--- src/sgb_pkg.sv ---
// shared types and constants for the spatial grid binning block
package sgb_pkg;
    localparam int          TABLE_ENTRIES = 64;
    localparam int          LIST_CAPACITY = 16;
    localparam int          MAX_SPAN      = 4;
    localparam logic [15:0] PENALTY  = 16'hFFFF;
    localparam int          TOT_W    = 47;
    localparam logic [0:0]  FUNC_CLR = 1'b0;
    localparam logic [1:0]  ST_OK    = 2'd0;
    localparam logic [1:0]  ST_TFULL = 2'd1;
    localparam logic [1:0]  ST_LFULL = 2'd2;

    typedef struct packed {
        logic        func;
        logic [15:0] object_id;
        logic signed [31:0] box_left;
        logic signed [31:0] box_bottom;
        logic signed [31:0] box_right;
        logic signed [31:0] box_top;
        logic signed [31:0] motion_sum;
        logic [15:0] object_age;
        logic [7:0]  collide_layer;
        logic        no_optimize;
    } t_in;

    typedef struct packed {
        logic signed [15:0] cell_x;
        logic signed [15:0] cell_y;
        logic [5:0]  entry_index;
        logic [3:0]  slot_index;
        logic [46:0] motion_total;
        logic [1:0]  status;
        logic        span_clamped;
        logic        last;
    } t_out;

    // search request handed down the cell chain
    typedef struct packed {
        logic        vld;
        logic        hit;
        logic [15:0] kx;
        logic [15:0] ky;
        logic [7:0]  layer;
    } t_probe;
endpackage

--- src/sgb_cell.sv ---
// one table entry: key compare, member count and motion total
module sgb_cell (
    input  logic i_clk,
    input  logic i_rst_n,
    input  sgb_pkg::t_probe i_probe,
    input  logic i_wr,
    input  logic i_claim,
    input  logic [4:0]  i_cnt,
    input  logic [46:0] i_mot,
    output sgb_pkg::t_probe o_probe,
    output logic [4:0]  o_cnt,
    output logic [46:0] o_mot,
    output logic        o_match
);
    import sgb_pkg::*;
    logic [15:0] r_kx, r_ky;
    logic [7:0]  r_ly;
    logic [4:0]  r_cnt;
    logic [46:0] r_mot;
    assign o_match = i_probe.vld && !i_probe.hit && r_kx == i_probe.kx &&
                     r_ky == i_probe.ky && r_ly == i_probe.layer;
    assign o_cnt = r_cnt;
    assign o_mot = r_mot;
    always_ff @(posedge i_clk) begin
        if (!i_rst_n) o_probe <= '0;
        else begin
            o_probe <= '{vld: i_probe.vld, hit: i_probe.hit | o_match, kx: i_probe.kx,
                         ky: i_probe.ky, layer: i_probe.layer};
        end
        if (i_claim) begin
            r_kx <= i_probe.kx; r_ky <= i_probe.ky; r_ly <= i_probe.layer;
        end
        if (i_wr) begin
            r_cnt <= i_cnt; r_mot <= i_mot;
        end
    end
endmodule

--- config.mk ---
export PLATFORM = sky130hd
export DESIGN_NAME = sgb_cell
export DESIGN_NICKNAME = d
export VERILOG_FILES = /design/src/sgb_pkg.sv /design/src/sgb_cell.sv
export SDC_FILE = /design/constraint.sdc
export NUM_CORES = 1
export LEC_CHECK = 0
export CORE_ASPECT_RATIO = 1.25
export CORE_MARGIN = 10
export CORE_UTILIZATION = 66
export DETAILED_ROUTE_END_ITERATION = 10
export DONT_BUFFER_PORTS = 1
export GPL_TIMING_DRIVEN = 0
export PLACE_DENSITY = 0.82
export SYNTH_ARGS = -nofsm -noshare
export SYNTH_HDL_FRONTEND = slang
export SYNTH_SLANG_ARGS = --single-unit
--- constraint.sdc ---
create_clock -name i_clk -period 2.7 [get_ports i_clk]
set_input_delay 0.54 -clock i_clk [delete_from_list [all_inputs] [get_ports i_clk]]
set_output_delay 0.54 -clock i_clk [all_outputs]
set_load 0.01 [all_outputs]
Word level (Yosys, flattened, before mapping)
Index checks and enable logic that the tools add are counted.
{"block": "word_totals", "output_inout_bits": 95, "register_bits": 134}
{"block": "op_classes", "n_eq_ne": 3, "bitwise_logic": 1, "reduce_logical": 5}
{"operator": "$eq A16 B16 Y1", "n": 2}
{"operator": "$eq A8 B8 Y1", "n": 1}
{"operator": "$logic_and A1 B1 Y1", "n": 4}
{"operator": "$logic_not A1 Y1", "n": 1}
{"operator": "$or A1 B1 Y1", "n": 1}

Logic depth before layout (Yosys ltp)
{"block": "depth", "word_depth": 6, "depth_mapped": 4, "depth_no_buf": 4}

Worst setup path after synthesis
OpenSTA, ideal clock, no wires.
{"block": "synth_path", "kind": "input to output", "start": "in i_probe[17] in the netlist's numbering", "end": "out o_match", "path_stages": 4, "t_required_ns": 2.160, "path_slack_ns": 0.755, "arrival_ns": 1.405, "path_cell_list": "xor2_1 nor4_2 nand4_1 nor3_1"}
{"block": "synth_via", "elab_chain_len": 3}
{"element": "from (decl)", "line_no": "sgb_cell.sv:5", "rtl": "input sgb_pkg::t_probe i_probe,"}
{"element": "$eq A16 B16 Y1", "line_no": "sgb_cell.sv:21", "rtl": "r_ky == i_probe.ky && r_ly == i_probe.layer;"}
{"element": "$logic_and A1 B1 Y1", "line_no": "sgb_cell.sv:20", "rtl": "assign o_match = i_probe.vld && !i_probe.hit && r_kx == i_probe.kx &&"}
{"element": "$logic_and A1 B1 Y1", "line_no": "sgb_cell.sv:21"}
{"element": "to (decl)", "line_no": "sgb_cell.sv:13", "rtl": "output logic o_match"}
No other way between the ends.

Worst setup path after layout
{"block": "layout_path", "start": "reg r_ky[12]", "end": "out o_match"}
{"block": "layout_via", "elab_chain_len": 3}
{"element": "from (decl)", "line_no": "sgb_cell.sv:16", "rtl": "logic [15:0] r_kx, r_ky;"}
{"element": "from (signal assigned)", "line_no": "sgb_cell.sv:31", "rtl": "r_kx <= i_probe.kx; r_ky <= i_probe.ky; r_ly <= i_probe.layer;"}
{"element": "$eq A16 B16 Y1", "line_no": "sgb_cell.sv:21"}
{"element": "$logic_and A1 B1 Y1", "line_no": "sgb_cell.sv:20"}
{"element": "$logic_and A1 B1 Y1", "line_no": "sgb_cell.sv:21"}
No other way between the ends.

==> load_flow_metrics.sql <==
INSERT INTO impl_metrics (metric_group, metric, value, unit) VALUES
('cts', 'clock_sink_count', '134', ''),
('worst_setup_path', 'critPathCaptureType', 'output pin', ''),
('place', 'dpl.hpwl', '7800', 'um'),
('route', 'ant_nets', '0', ''),
('global_routing', 'pin_count_of_the_biggest_net_entering_global_routing', '53', ''),
('floorplanning', 'floorplan.die_area', '10400', 'sq um'),
('sta', 'tns', '0', 'ns'),
('logic_synthesis', 'ys_async_rst_share', '0', '%'),
('logic_synthesis', 'synth.lib_cells_used.distinct', '15', ''),
('worst_setup_path', 'r2r_setup_slack', '1.30', 'ns'),
('floorplanning', 'num_io_pins', '193', ''),
('cts', 'tritoncts_clock_tree', 'done', ''),
('logic_synthesis', 'synthDominantAreaCellType', 'sky130_fd_sc_hd__edfxtp_1', ''),
('logic_synthesis', 'synthTopCellsByCount', 'sky130_fd_sc_hd__edfxtp_1, sky130_fd_sc_hd__dfxtp_1, sky130_fd_sc_hd__and2_1, sky130_fd_sc_hd__xor2_1, sky130_fd_sc_hd__nor4_1', ''),
('route', 'route.detailed.wl_per_inst', '29.4', 'um'),
('floorplanning', 'fp.dieW', '93.2', 'um'),
('logic_synthesis', 'yosysSeqAreaShare', '81.5', '%'),
('route', 'drt-total-wl', '10800', 'um'),
('sta', 'worstMarginPinSlew', '0.528', 'ns'),
('global_routing', 'track_usage', '20.8', '%'),
('power_and_ir_drop', 'peakVddDrop', '0.668', 'mV'),
('worst_setup_path', 'cp_data_required_time', '2.16', 'ns'),
('logic_synthesis', 'synth.top_cells.by_area', 'sky130_fd_sc_hd__edfxtp_1, sky130_fd_sc_hd__dfxtp_1, sky130_fd_sc_hd__xor2_1', ''),
('logic_synthesis', 'area_fraction_of_the_dominant_cell_type_after_synthesis', '62.5', '%'),
('place', 'finalWeightedCongestion', '0.763', ''),
('worst_setup_path', 'timing.critical_path.from_type', 'register', ''),
('worst_setup_path', 'worst-r2r-cell-count', '4', ''),
('sta', 'drv_slew', '0', ''),
('floorplanning', 'initial_utilization', '67.8', '%'),
('logic_synthesis', 'yosysWarningCount', '0', ''),
('worst_setup_path', 'worst_setup_path_endpoint', 'o_match', ''),
('logic_synthesis', 'synth_edf_count', '92', ''),
('floorplanning', 'core.rowCount', '33', ''),
('power_and_ir_drop', 'p_leak', '1.88', 'nW'),
('floorplanning', 'chipHeight', '112', 'um'),
('finish', 'synthToLayoutAreaGrowth', '17.7', '%'),
('worst_setup_path', 'timing.setup.critical_path_class', 'reg -> out', ''),
('sta', 'grt_setup_unrepaired', 'no', ''),
('cts', 'tritoncts.num_buffers', '17', ''),
('cts', 'postCtsHoldBufs', '0', ''),
('sta', 'hold_slack', '0.121', 'ns'),
('logic_synthesis', 'synth_most_common_cell', 'sky130_fd_sc_hd__edfxtp_1', ''),
('worst_setup_path', 'slowest_stage_delay_cp', '0.44', 'ns'),
('worst_setup_path', 'crit_start', 'r_ky[12]', ''),
('floorplanning', 'placeableCoreArea', '6520', 'sq um'),
('cts', 'cts.repair_timing.setup_buffer_count', '0', ''),
('run_status', 'run_status', 'complete, no violations', ''),
('worst_setup_path', 'worst_r2r_startpoint', 'r_ky[12]', ''),
('worst_setup_path', 'cp.arrival', '2.02', 'ns'),
('sta', 'timing_hold_violations_final', '0', ''),
('route', 'drt_drc_violations_left', '0', ''),
('route', 'drt-initial-drc-count', '157', ''),
('route', 'vias_per_cell', '5.85', ''),
('global_routing', 'number_of_global_route_vias_before_repair', '2310', ''),
('route', 'vias', '2151', ''),
('sta', 'final_period_minus_worst_setup_slack', '2.56', 'ns'),
('logic_synthesis', 'synthesis.instances', '249', ''),
('route', 'drt_first_pass_iters', '4', ''),
('power_and_ir_drop', 'power.density', '1000', 'nW/um^2'),
('place', 'portBuffers', '0', ''),
('cts', 'cts.clk_slew.worst_paths', '0.06', 'ns'),
('finish', 'drive_above_1_share', '11.7', '%'),
('cts', 'cts_resized', '0', ''),
('job', 'max_capacitance_violation_count', '0', ''),
('worst_setup_path', 'critPathMaxFanout', '2', ''),
('global_routing', 'antenna_found_initial', '0', ''),
('cts', 'clock_tree.htree_level_count', '4', ''),
('logic_synthesis', 'postSynthRegisterBits', '134', ''),
('power_and_ir_drop', 'power.total', '0.00521', 'W'),
('finish', 'antenna-diode-count', '0', ''),
('sta', 'post-route-period-util', '94.9', '%');
[cell usage in the layout, fill, tap and decap left out]
master / count
sky130_fd_sc_hd__nor4_2: 2
sky130_fd_sc_hd__inv_6: 1
sky130_fd_sc_hd__clkbuf_1: 6
sky130_fd_sc_hd__and2_1: 40
sky130_fd_sc_hd__nand2_1: 1
sky130_fd_sc_hd__o31ai_2: 1
sky130_fd_sc_hd__bufinv_16: 7
sky130_fd_sc_hd__nand3_1: 1
sky130_fd_sc_hd__clkbuf_16: 16
sky130_fd_sc_hd__clkinvlp_4: 1
sky130_fd_sc_hd__nand2b_1: 1
sky130_fd_sc_hd__clkinv_2: 1
sky130_fd_sc_hd__edfxtp_1: 92
sky130_fd_sc_hd__clkinv_1: 1
sky130_fd_sc_hd__clkinv_4: 2
sky130_fd_sc_hd__dfxtp_1: 42
sky130_fd_sc_hd__clkbuf_8: 1
sky130_fd_sc_hd__nor2_1: 2
sky130_fd_sc_hd__and2_2: 1
sky130_fd_sc_hd__xor2_1: 40
sky130_fd_sc_hd__nor4_1: 14
sky130_fd_sc_hd__nor3_1: 3
sky130_fd_sc_hd__nand4_1: 5
[critical path, delay by kind of cell (launching register included)]
family	cells	cell delay, ns
xor+xnor	1	0.16
simple gates	3	0.98
flops	1	0.38
[flip-flops by register name, indices dropped and copies added (netlist names)]
name,flops
r_ky,16
r_kx,16
o_mot,47
o_probe,42
r_ly,8
o_cnt,5
[power by group]
part | internal, W | switching (W)
logic | 0.0000568 | 0.0000741
clock network | 0.00178 | 0.000822
registers | 0.00236 | 0.000121
total | 0.00420 | 0.00102
[cell type report]
class | instances | area, sq um
well taps | 87 | 109
plain buffers | 4 | 15.0
fillers | 355 | 1320
clock buffers | 19 | 422
clock inverters | 13 | 253
flip-flops and latches | 134 | 3600
multi-input cells | 111 | 802
[metrics by stage]
step | area [sq um] | std cells | worst slack [ns] | utilization (%)
5_1_grt | 5200 | 368 | 0.0243 | 79.8
6_report | 5200 | 368 | 0.137 | 79.8
4_1_cts | 5200 | 368 | 0.0676 | 79.8
3_3_place_gp | 4530 | 336 | 0.481 | 69.4
2_1_floorplan | 4420 | 249 | 0.755 | -
3_5_place_dp | 4530 | 336 | 0.434 | 69.4
[worst min path at each step]
stage,from,to,slack [ns],cells after the start
after floorplan,i_cnt[0],o_cnt[0],0.64,0
after detailed placement,i_mot[21],o_mot[21],0.64,0
after global routing,i_mot[15],o_mot[15],0.09,0
after CTS,i_mot[5],o_mot[5],0.1,0
final,i_mot[15],o_mot[15],0.12,0
after global placement,i_mot[21],o_mot[21],0.64,0
[per-layer routing]
metal	routed length, um	vias up	track usage, %
met4	203	0	9.07
met5	0	-	0
met3	1340	18	11.9
met1	3640	1048	20.2
met2	5630	148	35.0
li1	-	937	-
[kinds of logic (layout without fill, tap and decap cells)]
logic type,Yosys count,after routing,synth area share (%)
flip-flops,134,134,81.5
buffers and inverters,4,36,0.340
XOR/XNOR,40,40,7.93
AND/OR/NAND/NOR,70,70,9.93
AO/OA/AOI/OAI,1,1,0.283
Note: power is estimated with default switching activity, not from simulation.
