==> src/sgb_div.sv <==
// restoring divider producing a floored, saturated 16-bit cell coordinate
module sgb_div (
    input  logic        i_clk,
    input  logic        i_rst_n,
    input  logic        i_go,
    input  logic signed [31:0] i_num,
    input  logic [30:0] i_den,
    output logic        o_done,
    output logic signed [15:0] o_q
);
    logic [5:0]  r_cnt;
    logic        r_run, r_neg;
    logic [31:0] r_quo, r_rem, n_rem;
    logic [32:0] trial;
    logic [32:0] adj;
    logic signed [33:0] qf;

    assign trial = {r_rem, r_quo[31]} - {2'b0, i_den};
    always_ff @(posedge i_clk) begin
        if (!i_rst_n) begin
            r_run <= 1'b0; o_done <= 1'b0; r_cnt <= '0;
        end else begin
            o_done <= 1'b0;
            if (i_go) begin
                r_run <= 1'b1; r_cnt <= 6'd32; r_neg <= i_num[31];
                r_quo <= i_num[31] ? 32'(-i_num) : 32'(i_num);
                r_rem <= '0;
            end else if (r_run) begin
                if (!trial[32]) begin
                    r_rem <= trial[31:0]; r_quo <= {r_quo[30:0], 1'b1};
                end else begin
                    r_rem <= {r_rem[30:0], r_quo[31]}; r_quo <= {r_quo[30:0], 1'b0};
                end
                r_cnt <= r_cnt - 6'd1;
                if (r_cnt == 6'd1) begin
                    r_run <= 1'b0; o_done <= 1'b1;
                end
            end
        end
    end
    assign n_rem = r_rem;
    assign adj = {1'b0, r_quo} + 33'(r_neg && (n_rem != 0));
    assign qf = r_neg ? -$signed({1'b0, adj}) : $signed({1'b0, adj});
    assign o_q = (qf > 34'sd32767) ? 16'sh7FFF : (qf < -34'sd32768) ? 16'sh8000 : qf[15:0];
endmodule

==> config.mk <==
export PLATFORM = sky130hd
export DESIGN_NAME = sgb_div
export DESIGN_NICKNAME = d
export VERILOG_FILES = /design/src/sgb_div.sv
export SDC_FILE = /design/constraint.sdc
export NUM_CORES = 1
export LEC_CHECK = 0
export BUFFER_PORTS_ARGS = -buffer_cell sky130_fd_sc_hd__buf_4
export CORE_MARGIN = 2
export CORE_UTILIZATION = 45
export CTS_CLUSTER_DIAMETER = 150
export DETAILED_ROUTE_END_ITERATION = 8
export PLACE_DENSITY = 0.66
export SYNTH_ARGS = -nofsm -noshare
export SYNTH_HDL_FRONTEND = slang
export SYNTH_SLANG_ARGS = --single-unit
==> constraint.sdc <==
create_clock -name i_clk -period 4.7 [get_ports i_clk]
set_clock_uncertainty 0.05 [all_clocks]
set_input_delay 0.235 -clock i_clk [delete_from_list [all_inputs] [get_ports i_clk]]
set_output_delay 0.235 -clock i_clk [all_outputs]
set_load 0.01 [all_outputs]
# == Word level (Yosys, flattened, before mapping) ==
# Index checks and enable logic that the tools add are counted.
# classes
add_sub_neg,5
mul,0
div_mod_pow,0
n_lt_le_gt_ge,2
eq_ne,1
shift,0
muxes,15
bitwise,2
n_reduce_logical,7
# op_table
op,n
$mux 32,5
$gt 34x16->1 const B,1
$lt 34x16->1 const B,1
$mux 34,1
$neg 33->34,1
$add 32x1->33,1
$sub 33x31->33,1
$mux 16,2
$neg 32->32,1
$reduce_bool 32->1,1
$mux 6,2
$eq 6x1->1 const B,1
$sub 6x1->6 const B,1
$mux 1,5
$reduce_and 2->1,2
$reduce_or 3->1,1
$not 1->1,2
$reduce_bool 2->1,1
$reduce_or 2->1,1
$logic_and 1x1->1,1
# word_totals
ff_bits,73
latch_bits,0
mem_bits_rw,0
mem_bits_ro,0
output_inout_bits,17
word_cells,39
n_memories,0

# == Logic depth before layout (Yosys ltp) ==
# Gate-level depths: netlist (run 1).
# logic_depth
depth_word,8
ltp_mapped,22
mapped_depth_nobuf,18

# == Least setup slack after synthesis (run 1) ==
# Ideal clock, no wire load.
# synth_timing
path_kind,register to output
startpoint,register r_neg
endpoint,output port o_q[10]
arrival_ns,4.780
required_time_ns,4.415
slack_ns,-0.365
path_stages_with_launch,21
path_buffers,5
cell_sequence,edfxtp_1 -> clkbuf_1 -> inv_1 -> clkbuf_1 -> nor2_1 -> ha_1 -> ha_1 -> buf_4 -> nand3_2 -> or4_1 -> nor4_1 -> xnor2_1 -> nand2_1 -> or4_1 -> buf_2 -> o41ai_2 -> xor2_1 -> nor4b_2 -> buf_4 -> nand4_1 -> nand3_1
# synth_via
elab_chain_len,7
# synth_rtl
element,line,text
"start, declared",12,"logic r_run, r_neg;"
"start signal, assigned",25,r_run <= 1'b1; r_cnt <= 6'd32; r_neg <= i_num[31];
$logic_and 1x1->1,42,"assign adj = {1'b0, r_quo} + 33'(r_neg && (n_rem != 0));"
$add 32x1->33,42,
$neg 33->34,43,"assign qf = r_neg ? -$signed({1'b0, adj}) : $signed({1'b0, adj});"
$mux 34 *,43,
$lt 34x16->1,44,assign o_q = (qf > 34'sd32767) ? 16'sh7FFF : (qf < -34'sd32768) ? 16'sh8000 : qf[15:0];
$mux 16,44,
$mux 16 *,44,
"end, declared",9,output logic signed [15:0] o_q
# Every way passes the cells marked *; elsewhere a longest branch is shown, timed or not.

# == Final worst setup path (run 1) ==
# layout_timing
startpoint,"register r_rem[7], in the netlist n_rem[7]"
endpoint,output port o_q[12]
# layout_via
elab_chain_len,8
# layout_rtl
element,line,text
"start, declared",13,"logic [31:0] r_quo, r_rem, n_rem;"
"start signal, assigned",30,"r_rem <= trial[31:0]; r_quo <= {r_quo[30:0], 1'b1};"
"start signal, assigned",32,"r_rem <= {r_rem[30:0], r_quo[31]}; r_quo <= {r_quo[30:0], 1'b0};"
$reduce_bool 32->1 *,42,
$logic_and 1x1->1 *,42,
$add 32x1->33 *,42,
$neg 33->34,43,
$mux 34 *,43,
$lt 34x16->1,44,
$mux 16,44,
$mux 16 *,44,
# Marked as above.

==> results of run 1 <==
==> sequential cells by signal, summed over array words and instances, names as in the netlist <==
signal / count
r_quo: 32
n_rem: 32
r_cnt: 6
o_done: 1
r_run: 1
r_neg: 1
==> power groups by stage <==
stage | registers [mW] | logic (mW) | clock network, mW
2_1_floorplan | 0.836 | 0.673 | 0
3_3_place_gp | 0.851 | 0.957 | 0
3_5_place_dp | 0.852 | 0.966 | 0
4_1_cts | 0.843 | 0.988 | 0.737
5_1_grt | 0.854 | 1.11 | 0.760
6_report | 0.846 | 1.01 | 0.725
==> worst reg2reg max path, delay by kind of cell, from the launching register on <==
family / cells / cell delay, ps
AO/OA/AOI/OAI: 6 / 1610
XOR/XNOR: 1 / 160
adder cells (fa/ha/maj): 2 / 630
buffers and inverters: 2 / 390
flip-flops: 1 / 480
AND/OR/NAND/NOR: 4 / 710
==> kinds of logic after synthesis <==
kind of cell / count (synthesis) / synth area share, %
AOI/OAI and AO/OA: 216 / 19.0
xor gates and xnor gates: 108 / 12.0
adders and majority gates: 38 / 6.10
buffers and inverters: 103 / 5.94
DFF: 73 / 26.7
muxes: 35 / 4.50
and+or+nand+nor: 392 / 25.8
==> repair_timing <==
item,CTS,global route
resized for setup,29,19
endpoints found under the setup margin,16,16
cloned,1,1
buffers inserted,5,7
pin swaps,7,10
==> layout make-up <==
class	count	area, sq um
Fill cell	1513	6910
Multi-Input combinational cell	789	5660
Sequential cell	73	2110
Timing Repair Buffer	221	1750
Tap cell	225	282
Clock buffer	10	229
Inverter	57	214
Clock inverter	5	80.1
==> per-layer routing <==
layer / part of all wire [%] / global-route usage (%) / vias up
li1: - / - / 3925
met1: 46 / 30.3 / 3625
met2: 49 / 39.2 / 165
met3: 3.8 / 2.67 / 13
met4: 0.73 / 3.99 / 0
met5: 0 / 0 / -
==> synthesized netlist by cell type (all sizes together), types with 3 or more instances <==
library cell and n:
a211o 3, o21bai 4, o31a 3, a2111oi 3, dfxtp 8, nand3 36, nand3b 5, o41ai 10
and2 10, o2111ai 4, nor4 26, ha 37, a311oi 4, nand2 86, buf 21, a21boi 3
or3 16, xnor2 57, nor2b 9, mux2 5, o31ai 14, a21oi 62, a31oi 4, o21ai 40
clkbuf 25, nor3 30, inv 57, o211ai 3, a211oi 6, mux2i 30, nor2 96, or2 6
o311ai 4, and4 7, a32oi 5, or4 10, edfxtp 65, nand4 30, o21a 11, and3 7
nor4b 3, nand2b 12, xor2 51, a21o 14
==> per-stage QoR <==
stage / util (%) / instances / total power [mW] / worst slack (ps) / instance area (sq um)
floorplan: - / 965 / 1.51 / 0.410 / 8080
global placement: 56.1 / 1351 / 1.81 / -315 / 9670
detailed placement: 56.1 / 1351 / 1.82 / -417 / 9670
CTS: 59.0 / 1372 / 2.57 / -483 / 10200
global route: 59.9 / 1380 / 2.73 / -730 / 10300
finish: 59.9 / 1380 / 2.58 / -488 / 10300
==> worst min path at each step <==
stage                     depth (start not counted)  endpoint  slack [ps]      start
after CTS                                         2  r_cnt[5]         140    i_rst_n
after detailed placement                          2  r_cnt[0]         440   r_cnt[0]
final                                             2  r_cnt[5]         150    i_rst_n
after global placement                            2  r_cnt[0]         430   r_cnt[0]
after global routing                              2  r_cnt[5]         140    i_rst_n
after floorplan                                   0     r_neg         280  i_num[31]
==> run summary, run 1 <==
Clock latency on the worst-skew pair, taken at its later pin, is 340 ps. Summing the sequential cell areas from Yosys gives 26.7% of the chip area. For this run, the slowest stage of the critical path takes 520 ps.

The start point of the critical path was n_rem[7]. The internal power of the cells is 1.73 mW. The library cells used most frequently in the layout, excluding fill and tap cells, are sky130_fd_sc_hd__buf_4, sky130_fd_sc_hd__nor2_1, sky130_fd_sc_hd__nand2_1, sky130_fd_sc_hd__edfxtp_1, sky130_fd_sc_hd__a21oi_1. Broken down by cell family, the worst path's largest delay share belongs to simple AND/OR/NAND/NOR gates. Among all flip-flop cells after synthesis, the most frequent one is sky130_fd_sc_hd__edfxtp_1.

The most critical setup path has its endpoint at o_q[12]. The reg-to-reg endpoint is n_rem[31]. The cell that appears most often on the critical path is sky130_fd_sc_hd__buf_6. Dividing the synthesized area by the synthesized cell count gives 8.20 sq um.

For the final wirelength, the log shows 21.0 mm. The tools report the via total after detailed routing as 7728. The root buffer cell chosen for the clock tree is sky130_fd_sc_hd__clkbuf_16. Across the run, the number of max-cap violations was 0.

The number of distinct library cells after synthesis is 82. Combinational logic burns 39.0% of the power. Across every metal layer, demand over resource in global routing totals 22.5%. The tightest min-delay check is of the in -> reg type.

The total inserted antenna cells came out at 0. The startpoint identified for the worst register-to-register timing path is r_quo[31]. Sequential cells account for 32.8% of the total power. The number of vias per cell after detailed routing was 5.60. The run gives 4410 ps as the required time at the endpoint of the critical path. In the finished design, the share of the clock period the worst path needs comes to 110%. Buffers placed on the I/O ports in this run total 82.

Clock tree synthesis found a total of 73 sinks. Via count of the first global-routing pass: 7059. TritonCTS built the clock tree.

The worst setup path is launched from a flop. The post-route netlist has 27.4% of its cells at a drive strength greater than 1. For this configuration, the core starts out at a cell density of 45.9%. The total nets after synthesis is 1069, and the worst slack on hold paths is 148 ps. The run finished, with violations left. Entering global routing, the biggest net connects 92 pins. The clock tree synthesis step divided the H-tree into 3 levels. The logs give 48 for the cell row count and 16.1 mm for the detailed placement HPWL. Dividing total power by cell area gives a power density of 250 mW/mm^2. The switching part of the total is 32.7%, and the minimum clock period is 5190 ps. The first global-routing pass estimated 34.0 mm of wire.

Walking the worst path, the cells encountered are nor4_4, nand4_1, nor2_2, nor2_1, ha_2, ha_4, buf_4, and3_4, a21o_1, a21o_1, a211o_1, or4_4, buf_6, o21ai_4, xor2_2, o2111ai_2, a2111oi_4, buf_6, buf_4, nand4_1, nand3_2, buf_6. The count of TritonRoute iterations in the first routing pass was 5; the worst-case register-to-register setup slack was 420 ps. The tools report the gate count after technology mapping as 965.

In this run the horizontal extent of the chip is 137 microns. The die covers 0.0187 sq mm. The critical path in this run is classified as reg -> out.

In this run, the number of DRC markers left after iteration 0 of detailed routing was 469. Summed over all cells, the static leakage comes to 4.28 nW. After synthesis, the largest area contributor takes up 24.7% of total cell area.

The number of antenna violations at the first check in global routing was 0. Timing would allow up to 0.193 GHz. The worst path setup slack after routing was -488 ps; the count of pins over their slew limit was 0. The final total negative setup slack is -7160 ps, and the number of hold buffers added after cts is 0. The detail-routed net length per standard cell was 15.3 microns; the worst vdd rail ir drop was 0.243 mV. The Yosys step of the flow raised 0 warnings. The leading cell type in the layout, fill and taps excluded is sky130_fd_sc_hd__buf_4.

The endpoint kind of the worst setup timing path was an output port. The number of enable flip-flop cells after synthesis came out at 65. After clock tree synthesis, the clock-pin slew on the worst setup and hold paths is 60 ps. The clock network is responsible for 28.1% of the overall power. The sum of overflow across all layers after global routing was 0; the number of nets with antenna violations after routing was 0. The critical path crosses 22 cells after its start point.

After synthesis, the share of flip-flops with an asynchronous set or reset is 0%. The logs give 83 for the count of pins on the block boundary and 9 for the number of buffers created by CTS. The total area inside the core boundary comes to 0.0172 sq mm. The mapped cell area was 0.00792 sq mm. Together, buffers and inverters on the worst path number 5. The depth of the worst register-to-register path works out to 15. The final reports fail on setup timing.

The clock tree buffer depth is 2, and the data arrival at the endpoint of the critical path is 4900 ps. The die is 137 microns tall. On the critical path, the stage with the largest delay is an instance of sky130_fd_sc_hd__or4_4.

In the routed design, unresolved DRC markers number 0. In this run the power spent charging and discharging nets is 843 uW. After the last flow step, the layout net total stands at 1255. Setup repair after global routing could not meet its margin everywhere.

Ranked by total cell area, the synthesized netlist is headed by sky130_fd_sc_hd__edfxtp_1, sky130_fd_sc_hd__xnor2_1, sky130_fd_sc_hd__ha_1. The number of setup violations in the final report was 16; the number of synthesized register bits was 73. Of all nets on the critical path, the largest fanout is 6.

The count of final hold-check violations is 0, and the relative slew slack is 36.5%. The area growth from synthesis to final layout came out at 30.4%. At the end of routability-driven placement, the weighted congestion stood at 0.899. The worst-margin pin slew is 953 ps.

The largest total area in the synthesized netlist belongs to sky130_fd_sc_hd__edfxtp_1.
Power figures use the tool's default switching activity.
==> inputs of run 2 (changes only) <==
--- a/config.mk
+++ b/config.mk
@@ -6,10 +6,12 @@
 export NUM_CORES = 1
 export LEC_CHECK = 0
 export BUFFER_PORTS_ARGS = -buffer_cell sky130_fd_sc_hd__buf_4
+export CAP_MARGIN = 20
 export CORE_MARGIN = 2
 export CORE_UTILIZATION = 45
 export CTS_CLUSTER_DIAMETER = 150
 export DETAILED_ROUTE_END_ITERATION = 8
+export GPL_ROUTABILITY_DRIVEN = 0
 export PLACE_DENSITY = 0.66
 export SYNTH_ARGS = -nofsm -noshare
 export SYNTH_HDL_FRONTEND = slang
==> constraint.sdc (replaced) <==
create_clock -name i_clk -period 4.7 [get_ports i_clk]
set_clock_uncertainty 0.05 [all_clocks]
set_input_delay 0.94 -clock i_clk [delete_from_list [all_inputs] [get_ports i_clk]]
set_output_delay 0.94 -clock i_clk [all_outputs]
set_load 0.01 [all_outputs]
==> run summary, run 2 (synthesis gave the netlist of run 1 again) <==
The run finished, with violations left. The checks that failed: setup timing. The total inserted antenna cells came out at 0. Leaving out fill and tap cells, the most frequent cell in the layout is sky130_fd_sc_hd__buf_4.

The run gives 4.61 nW as the leakage dissipation. The critical path's slowest cell was sky130_fd_sc_hd__or4_4. Across the VDD grid, the largest voltage drop is 0.176 mV.

For the worst-skew pair, the clock arrives at the later sink with an insertion delay of 340 ps. On the worst path, the slowest cell contributes a delay of 450 ps. The via count of the first global-routing pass came out at 7788.

The run gives 2.48% as the met3 track demand over resource. The instance count along the most critical hold path is 2, and the number of setup violations in the final report is 16. Setup repair after global routing could not meet its margin everywhere. The worst slack on hold paths was 440 ps. Buffers inserted during clock tree synthesis total 9. The sum of buffers and inverters on the critical path works out to 5.

In the layout the commonest cells are sky130_fd_sc_hd__buf_4, sky130_fd_sc_hd__nor2_1, sky130_fd_sc_hd__nand2_1, sky130_fd_sc_hd__edfxtp_1, sky130_fd_sc_hd__a21oi_1. The total instance count after detailed placement was 1412; the number of H-tree branching levels was 3. In this run the remaining antenna-violating nets after routing total 0. For this configuration, the core starts out at a cell density of 45.9%. After clock tree synthesis, the clock-pin slew on the worst setup and hold paths is 50 ps. The largest net degree at the start of global routing came out at 67. The tree is rooted in a sky130_fd_sc_hd__clkbuf_16. The tools report the count of pins over their slew limit as 0.

For this design the top-level I/O count stands at 83. In this run the tightest slew margin relative to its limit is 55.3%. The worst-margin pin slew works out to 671 ps. The worst register-to-register path ends at n_rem[12]. The number of antenna violations at the first check in global routing was 0; the fraction of the cycle the final worst path needs was 125%.

The depth of the worst register-to-register path was 15. The tools report the endpoint kind of the worst setup timing path as an output port. The maximum clock frequency was 0.171 GHz; the area growth from synthesis to final layout was 37.3%.

The setup path with the least slack is of type reg -> out. The tools report the count of maximum capacitance violations as 0. The run gives 1317 as the net count of the finished layout.

For the number of DRC violations after detailed routing, the log shows 0. In this run the worst path has a maximum fanout of 8. Chip height: 137 microns. The floorplan core area came out at 0.0172 sq mm. The logs give 17.3 mm for the detailed placement HPWL and 475 for the number of DRC markers in iteration 0.

The post-layout instance count excluding filler cells was 1442. The total overflow left after global routing is 0. STA puts the critical path data required time at 3710 ps. TritonCTS built the clock tree. The family of cells with the greatest summed delay on the critical path was simple AND/OR/NAND/NOR gates. The overall global routing resource usage is 24.1%. Critical path depth: 22. The design draws 2.59 mW.

For this run, global-route usage on met2 was measured as 44.1%. The worst register-to-register path begins at r_quo[31]. The global routing stage identified its most utilized layer as met2. The worst register-to-register path has a setup slack of 660 ps. The worst hold path belongs to the class reg -> reg. For the via total after detailed routing, the log shows 7946. The first global-routing pass estimated 36.7 mm of wire. Before antenna repair, the detailed router went through 5 iterations.

The detail-routed net length per standard cell works out to 15.3 microns. The most numerous cell type found on the critical path is sky130_fd_sc_hd__buf_4. In this run the worst setup path terminates at o_q[1]. Worst path setup slack after routing: -1160 ps. Data on the critical path arrives at its endpoint at 4870 ps.

The global-route met1 utilization came out at 30.5%. Count of final hold-check violations: 0. The run gives 73 as the total clock sinks.

The routed design could run at a clock period as short as 5860 ps. After detailed routing, the number of vias per cell comes to 5.51. The most critical setup path has its startpoint at n_rem[31]. The longest clock path from root to sink contains 2 buffers. In this run, post-CTS hold repair placed 0 buffers. The post-route netlist has 31.9% of its cells at a drive strength greater than 1. The signal on the critical path passes through nor4_2, nand4_1, nor2_2, nor2_2, ha_2, ha_4, nand3_4, or3_4, buf_4, nor4_4, xnor2_1, nand3_1, or4_4, buf_6, o41ai_4, xor2_1, buf_4, nor4b_4, buf_6, o221ai_1, o21ai_1, buf_4. The tools report the final wirelength as 22.0 mm. The die boundary width works out to 137 microns.

The worst setup path is launched from a flop. The cell row count is 48. The die covers 0.0187 sq mm. In this run the tool buffered the top-level ports with 82 buffer cells.

Power spread over the standard cell area amounts to 238 mW/mm^2.
[run 2: worst min-delay path, cell delays in order (launching register included)]
cell and delay, ps:
sky130_fd_sc_hd__dfxtp_1 320, sky130_fd_sc_hd__nand2_1 60, sky130_fd_sc_hd__a21oi_1 60
[run 2: timing repair]
item | 4_1_cts | 5_1_grt
gates cloned | 2 | 2
gates resized for setup | 26 | 27
pin swaps | 21 | 29
endpoints found under the setup margin | 16 | 16
buffers inserted | 8 | 5
[run 2: cell type report]
class,count,area [sq um]
Fill cell,1511,6370
Multi-Input combinational cell,789,5720
Timing Repair Buffer,283,2260
Sequential cell,73,2110
Tap cell,225,282
Clock buffer,11,233
Inverter,57,214
Clock inverter,4,45.0
[run 2: report_power, final]
| group | leakage, nW | total, mW | internal, mW | switching, mW |
|---|---|---|---|---|
| Clock | 0.139 | 0.655 | 0.405 | 0.250 |
| Combinational | 3.78 | 1.10 | 0.546 | 0.559 |
| Sequential | 0.689 | 0.832 | 0.788 | 0.0446 |
[run 2: how the worst min path moves through the flow]
stage,endpoint,start
2_1_floorplan,r_cnt[0],r_cnt[0]
3_3_place_gp,r_cnt[0],r_cnt[0]
3_5_place_dp,r_cnt[0],r_cnt[0]
4_1_cts,r_cnt[0],r_cnt[0]
5_1_grt,r_cnt[1],r_cnt[1]
6_report,r_cnt[0],r_cnt[0]
[run 2: routing by layer]
metal / vias up / wire length, microns
li1: 4058 / -
met1: 3723 / 9680
met2: 145 / 11400
met3: 20 / 737
met4: 0 / 193
met5: - / 0
[run 2: metrics by stage]
step / cell area [sq um] / utilization (%) / TNS [ps] / setup slack [ps]
after floorplan: 8180 / - / -10180 / -698
after global placement: 10200 / 59.4 / -14160 / -937
after detailed placement: 10200 / 59.4 / -15270 / -1000
after CTS: 10700 / 62.3 / -19780 / -1270
after global routing: 10900 / 63.1 / -21650 / -1420
final: 10900 / 63.1 / -17740 / -1160
==> inputs of run 3 (changes only) <==
--- a/config.mk
+++ b/config.mk
@@ -7,12 +7,14 @@
 export LEC_CHECK = 0
 export BUFFER_PORTS_ARGS = -buffer_cell sky130_fd_sc_hd__buf_4
 export CAP_MARGIN = 20
+export CELL_PAD_IN_SITES_DETAIL_PLACEMENT = 1
+export CELL_PAD_IN_SITES_GLOBAL_PLACEMENT = 2
 export CORE_MARGIN = 2
-export CORE_UTILIZATION = 45
+export CORE_UTILIZATION = 33
 export CTS_CLUSTER_DIAMETER = 150
 export DETAILED_ROUTE_END_ITERATION = 8
 export GPL_ROUTABILITY_DRIVEN = 0
-export PLACE_DENSITY = 0.66
+export PLACE_DENSITY_LB_ADDON = 0.1
 export SYNTH_ARGS = -nofsm -noshare
 export SYNTH_HDL_FRONTEND = slang
 export SYNTH_SLANG_ARGS = --single-unit
==> run summary, run 3 (synthesis gave the netlist of run 1 again) <==
Dividing the detail-routed via count by the number of cells gives 5.16. The clock passes through at most 2 buffers. The largest net degree at the start of global routing is 91, and the area growth from synthesis to final layout is 39.7%. Buffers placed on the I/O ports in this run total 82. For this run, the total global-route usage over all layers was measured as 19.9%. The detailed placement HPWL came out at 20.2 mm.

Setup violations remaining at the end of the flow were counted as 16. For the first-pass GRT wire length, the log shows 42.0 mm. Prior to clock tree synthesis, the placed netlist has a worst setup slack of -973 ps.

Clock-pin slew was measured on the worst setup and hold paths at 60 ps. Summed over all layers, the global routing overflow is 0. IR analysis of the VDD net gives a maximum drop of 0.187 mV.

The checks that failed: setup timing. Leaving out fill and tap cells, the most frequent cell in the layout is sky130_fd_sc_hd__buf_4. The power per cell area is 236 mW/mm^2, and the number of DRC violations after detailed routing is 0. The total inserted antenna cells is 0, and the via count of the first global-routing pass is 8172. The tools report the buffer type at the clock tree root as sky130_fd_sc_hd__clkbuf_16. Floorplan core area: 0.0235 sq mm.

The worst slack on hold paths came out at 437 ps. The depth of the worst register-to-register path came out at 15. The reg-to-reg startpoint is r_quo[31]. In this run the worst setup path terminates at o_q[0]. Along the worst path, the maximum fanout reaches 15.

The endpoint identified for the worst register-to-register timing path is n_rem[23]. Subtracting the final worst setup slack from the clock period gives 5920 ps. TritonCTS built the clock tree.

The tools report the worst path setup slack after routing as -1220 ps. The number of buffers created by CTS was 9; the fraction of the cycle the final worst path needs was 126%. The clock reaches the later pin of the worst-skew pair after 350 ps. The count of maximum capacitance violations is 0, and the chip height is 159 microns.

In the final design database the tool counted 1332 nets. For the count of pins over their slew limit, the log shows 0. The flow ran to the end, but the final reports show violations. The run gives 4.65 nW as the leakage dissipation.

For this block, the routed nets add up to 25.0 mm of wire. The tools report the number of antenna violations at the first check in global routing as 0. The worst-case register-to-register setup slack came out at 490 ps. Count of TritonRoute iterations in the first routing pass: 4. Critical path class: reg -> out. Setup repair after global routing could not meet its margin everywhere. In the final layout, the share of cells above drive strength 1 is 32.1%. For this configuration, the core starts out at a cell density of 33.6%. Dividing the detail-routed wire length by the instance count gives 16.1 microns.

In this run the tightest slew margin relative to its limit is 39.5%. In the layout the commonest cells are sky130_fd_sc_hd__buf_4, sky130_fd_sc_hd__nor2_1, sky130_fd_sc_hd__nand2_1, sky130_fd_sc_hd__edfxtp_1, sky130_fd_sc_hd__a21oi_1. The endpoint kind of the worst setup timing path was an output port. The number of DRC markers in iteration 0 was 487. For this run, the share of the core covered by cells in the final layout is 47.0%.

For this run, the top clock speed supported by timing is 0.169 GHz. The run gives 56 as the cell row count. The detail route stage leaves a number of antenna-violating nets equal to 0. The tightest min-delay check is of the reg -> reg type. The worst-margin pin slew is 908 ps, and the die area is 0.0252 sq mm. The total instance count after detailed placement is 1525.

STA classifies the critical path startpoint as a flop. For the worst setup path, the data required time is 3710 ps. Start point of the critical path: n_rem[7]. The via total after detailed routing is 7999, and the total clock sinks is 73.

The run gives 1551 as the post-layout instance count excluding filler cells. In the final timing run, aggregate negative setup slack is -18470 ps. The count of pins on the block boundary was 83. For the data arrival at the endpoint of the critical path, the log shows 4930 ps. Die boundary width: 159 microns.

The logs give 0 for the count of final hold-check violations and 3 for the number of H-tree branching levels.
run 3: cell types whose count changed in the layout (fill, tap and decap cells not counted), sizes merged:
cell      before  now
buf          282  297
bufinv         1    0
clkbuf        11   10
clkinvlp       0    2
run 3: worst min-delay path by stage:
stage | from | end | slack [ps] | depth (start not counted)
finish | r_cnt[0] | r_cnt[0] | 440 | 2
floorplan | r_cnt[0] | r_cnt[0] | 410 | 2
global placement | r_cnt[0] | r_cnt[0] | 430 | 2
global route | r_cnt[0] | r_cnt[0] | 510 | 2
detailed placement | r_cnt[0] | r_cnt[0] | 430 | 2
CTS | r_cnt[0] | r_cnt[0] | 440 | 2
run 3: through the flow:
stage / cell area, sq um / total power [mW]
global placement: 10500 / 1.95
detailed placement: 10500 / 1.97
finish: 11100 / 2.61
floorplan: 8180 / 1.52
global route: 11100 / 2.78
CTS: 11000 / 2.62
run 3: power breakdown:
part / internal, mW / switching, mW
registers: 0.788 / 0.0488
logic: 0.561 / 0.582
clock network: 0.353 / 0.273
total: 1.70 / 0.903
run 3: area by class of cell:
class                   count  area (sq um)
fillers                  2848         12500
multi-input cells         789          5670
repair buffers            298          2400
flip-flops and latches     73          2110
well taps                 319           399
clock buffers              10           229
inverters                  57           214
clock inverters             5          33.8
run 3: what timing repair did:
action,4_1_cts,5_1_grt
setup endpoints to repair,16,16
resized for setup,24,10
cloned,1,0
hold buffers,0,0
buffers inserted,3,7
pin swaps,3,8
run 3: critical path, stage by stage (launching register included):
cell	delay (ps)
sky130_fd_sc_hd__edfxtp_1	440
sky130_fd_sc_hd__nor4_4	340
sky130_fd_sc_hd__nand4_1	130
sky130_fd_sc_hd__nor2_1	150
sky130_fd_sc_hd__nor2_2	50
sky130_fd_sc_hd__ha_2	200
sky130_fd_sc_hd__ha_4	200
sky130_fd_sc_hd__nand4b_1	200
sky130_fd_sc_hd__a2111o_1	430
sky130_fd_sc_hd__a211o_1	330
sky130_fd_sc_hd__or3_4	420
sky130_fd_sc_hd__buf_6	150
sky130_fd_sc_hd__o41ai_4	230
sky130_fd_sc_hd__xor2_1	120
sky130_fd_sc_hd__a2111oi_2	290
sky130_fd_sc_hd__nand4_1	200
sky130_fd_sc_hd__o31ai_4	250
sky130_fd_sc_hd__buf_12	190
sky130_fd_sc_hd__o221ai_1	120
sky130_fd_sc_hd__buf_4	160
run 3: metal layers:
layer  up-vias  wire (microns)  global-route usage [%]
met5         -               0                       0
met4         0             193                    3.18
met3        15             641                    2.09
met2       109           10900                    30.9
met1      3795           13300                    30.3
li1       4080               -                       -
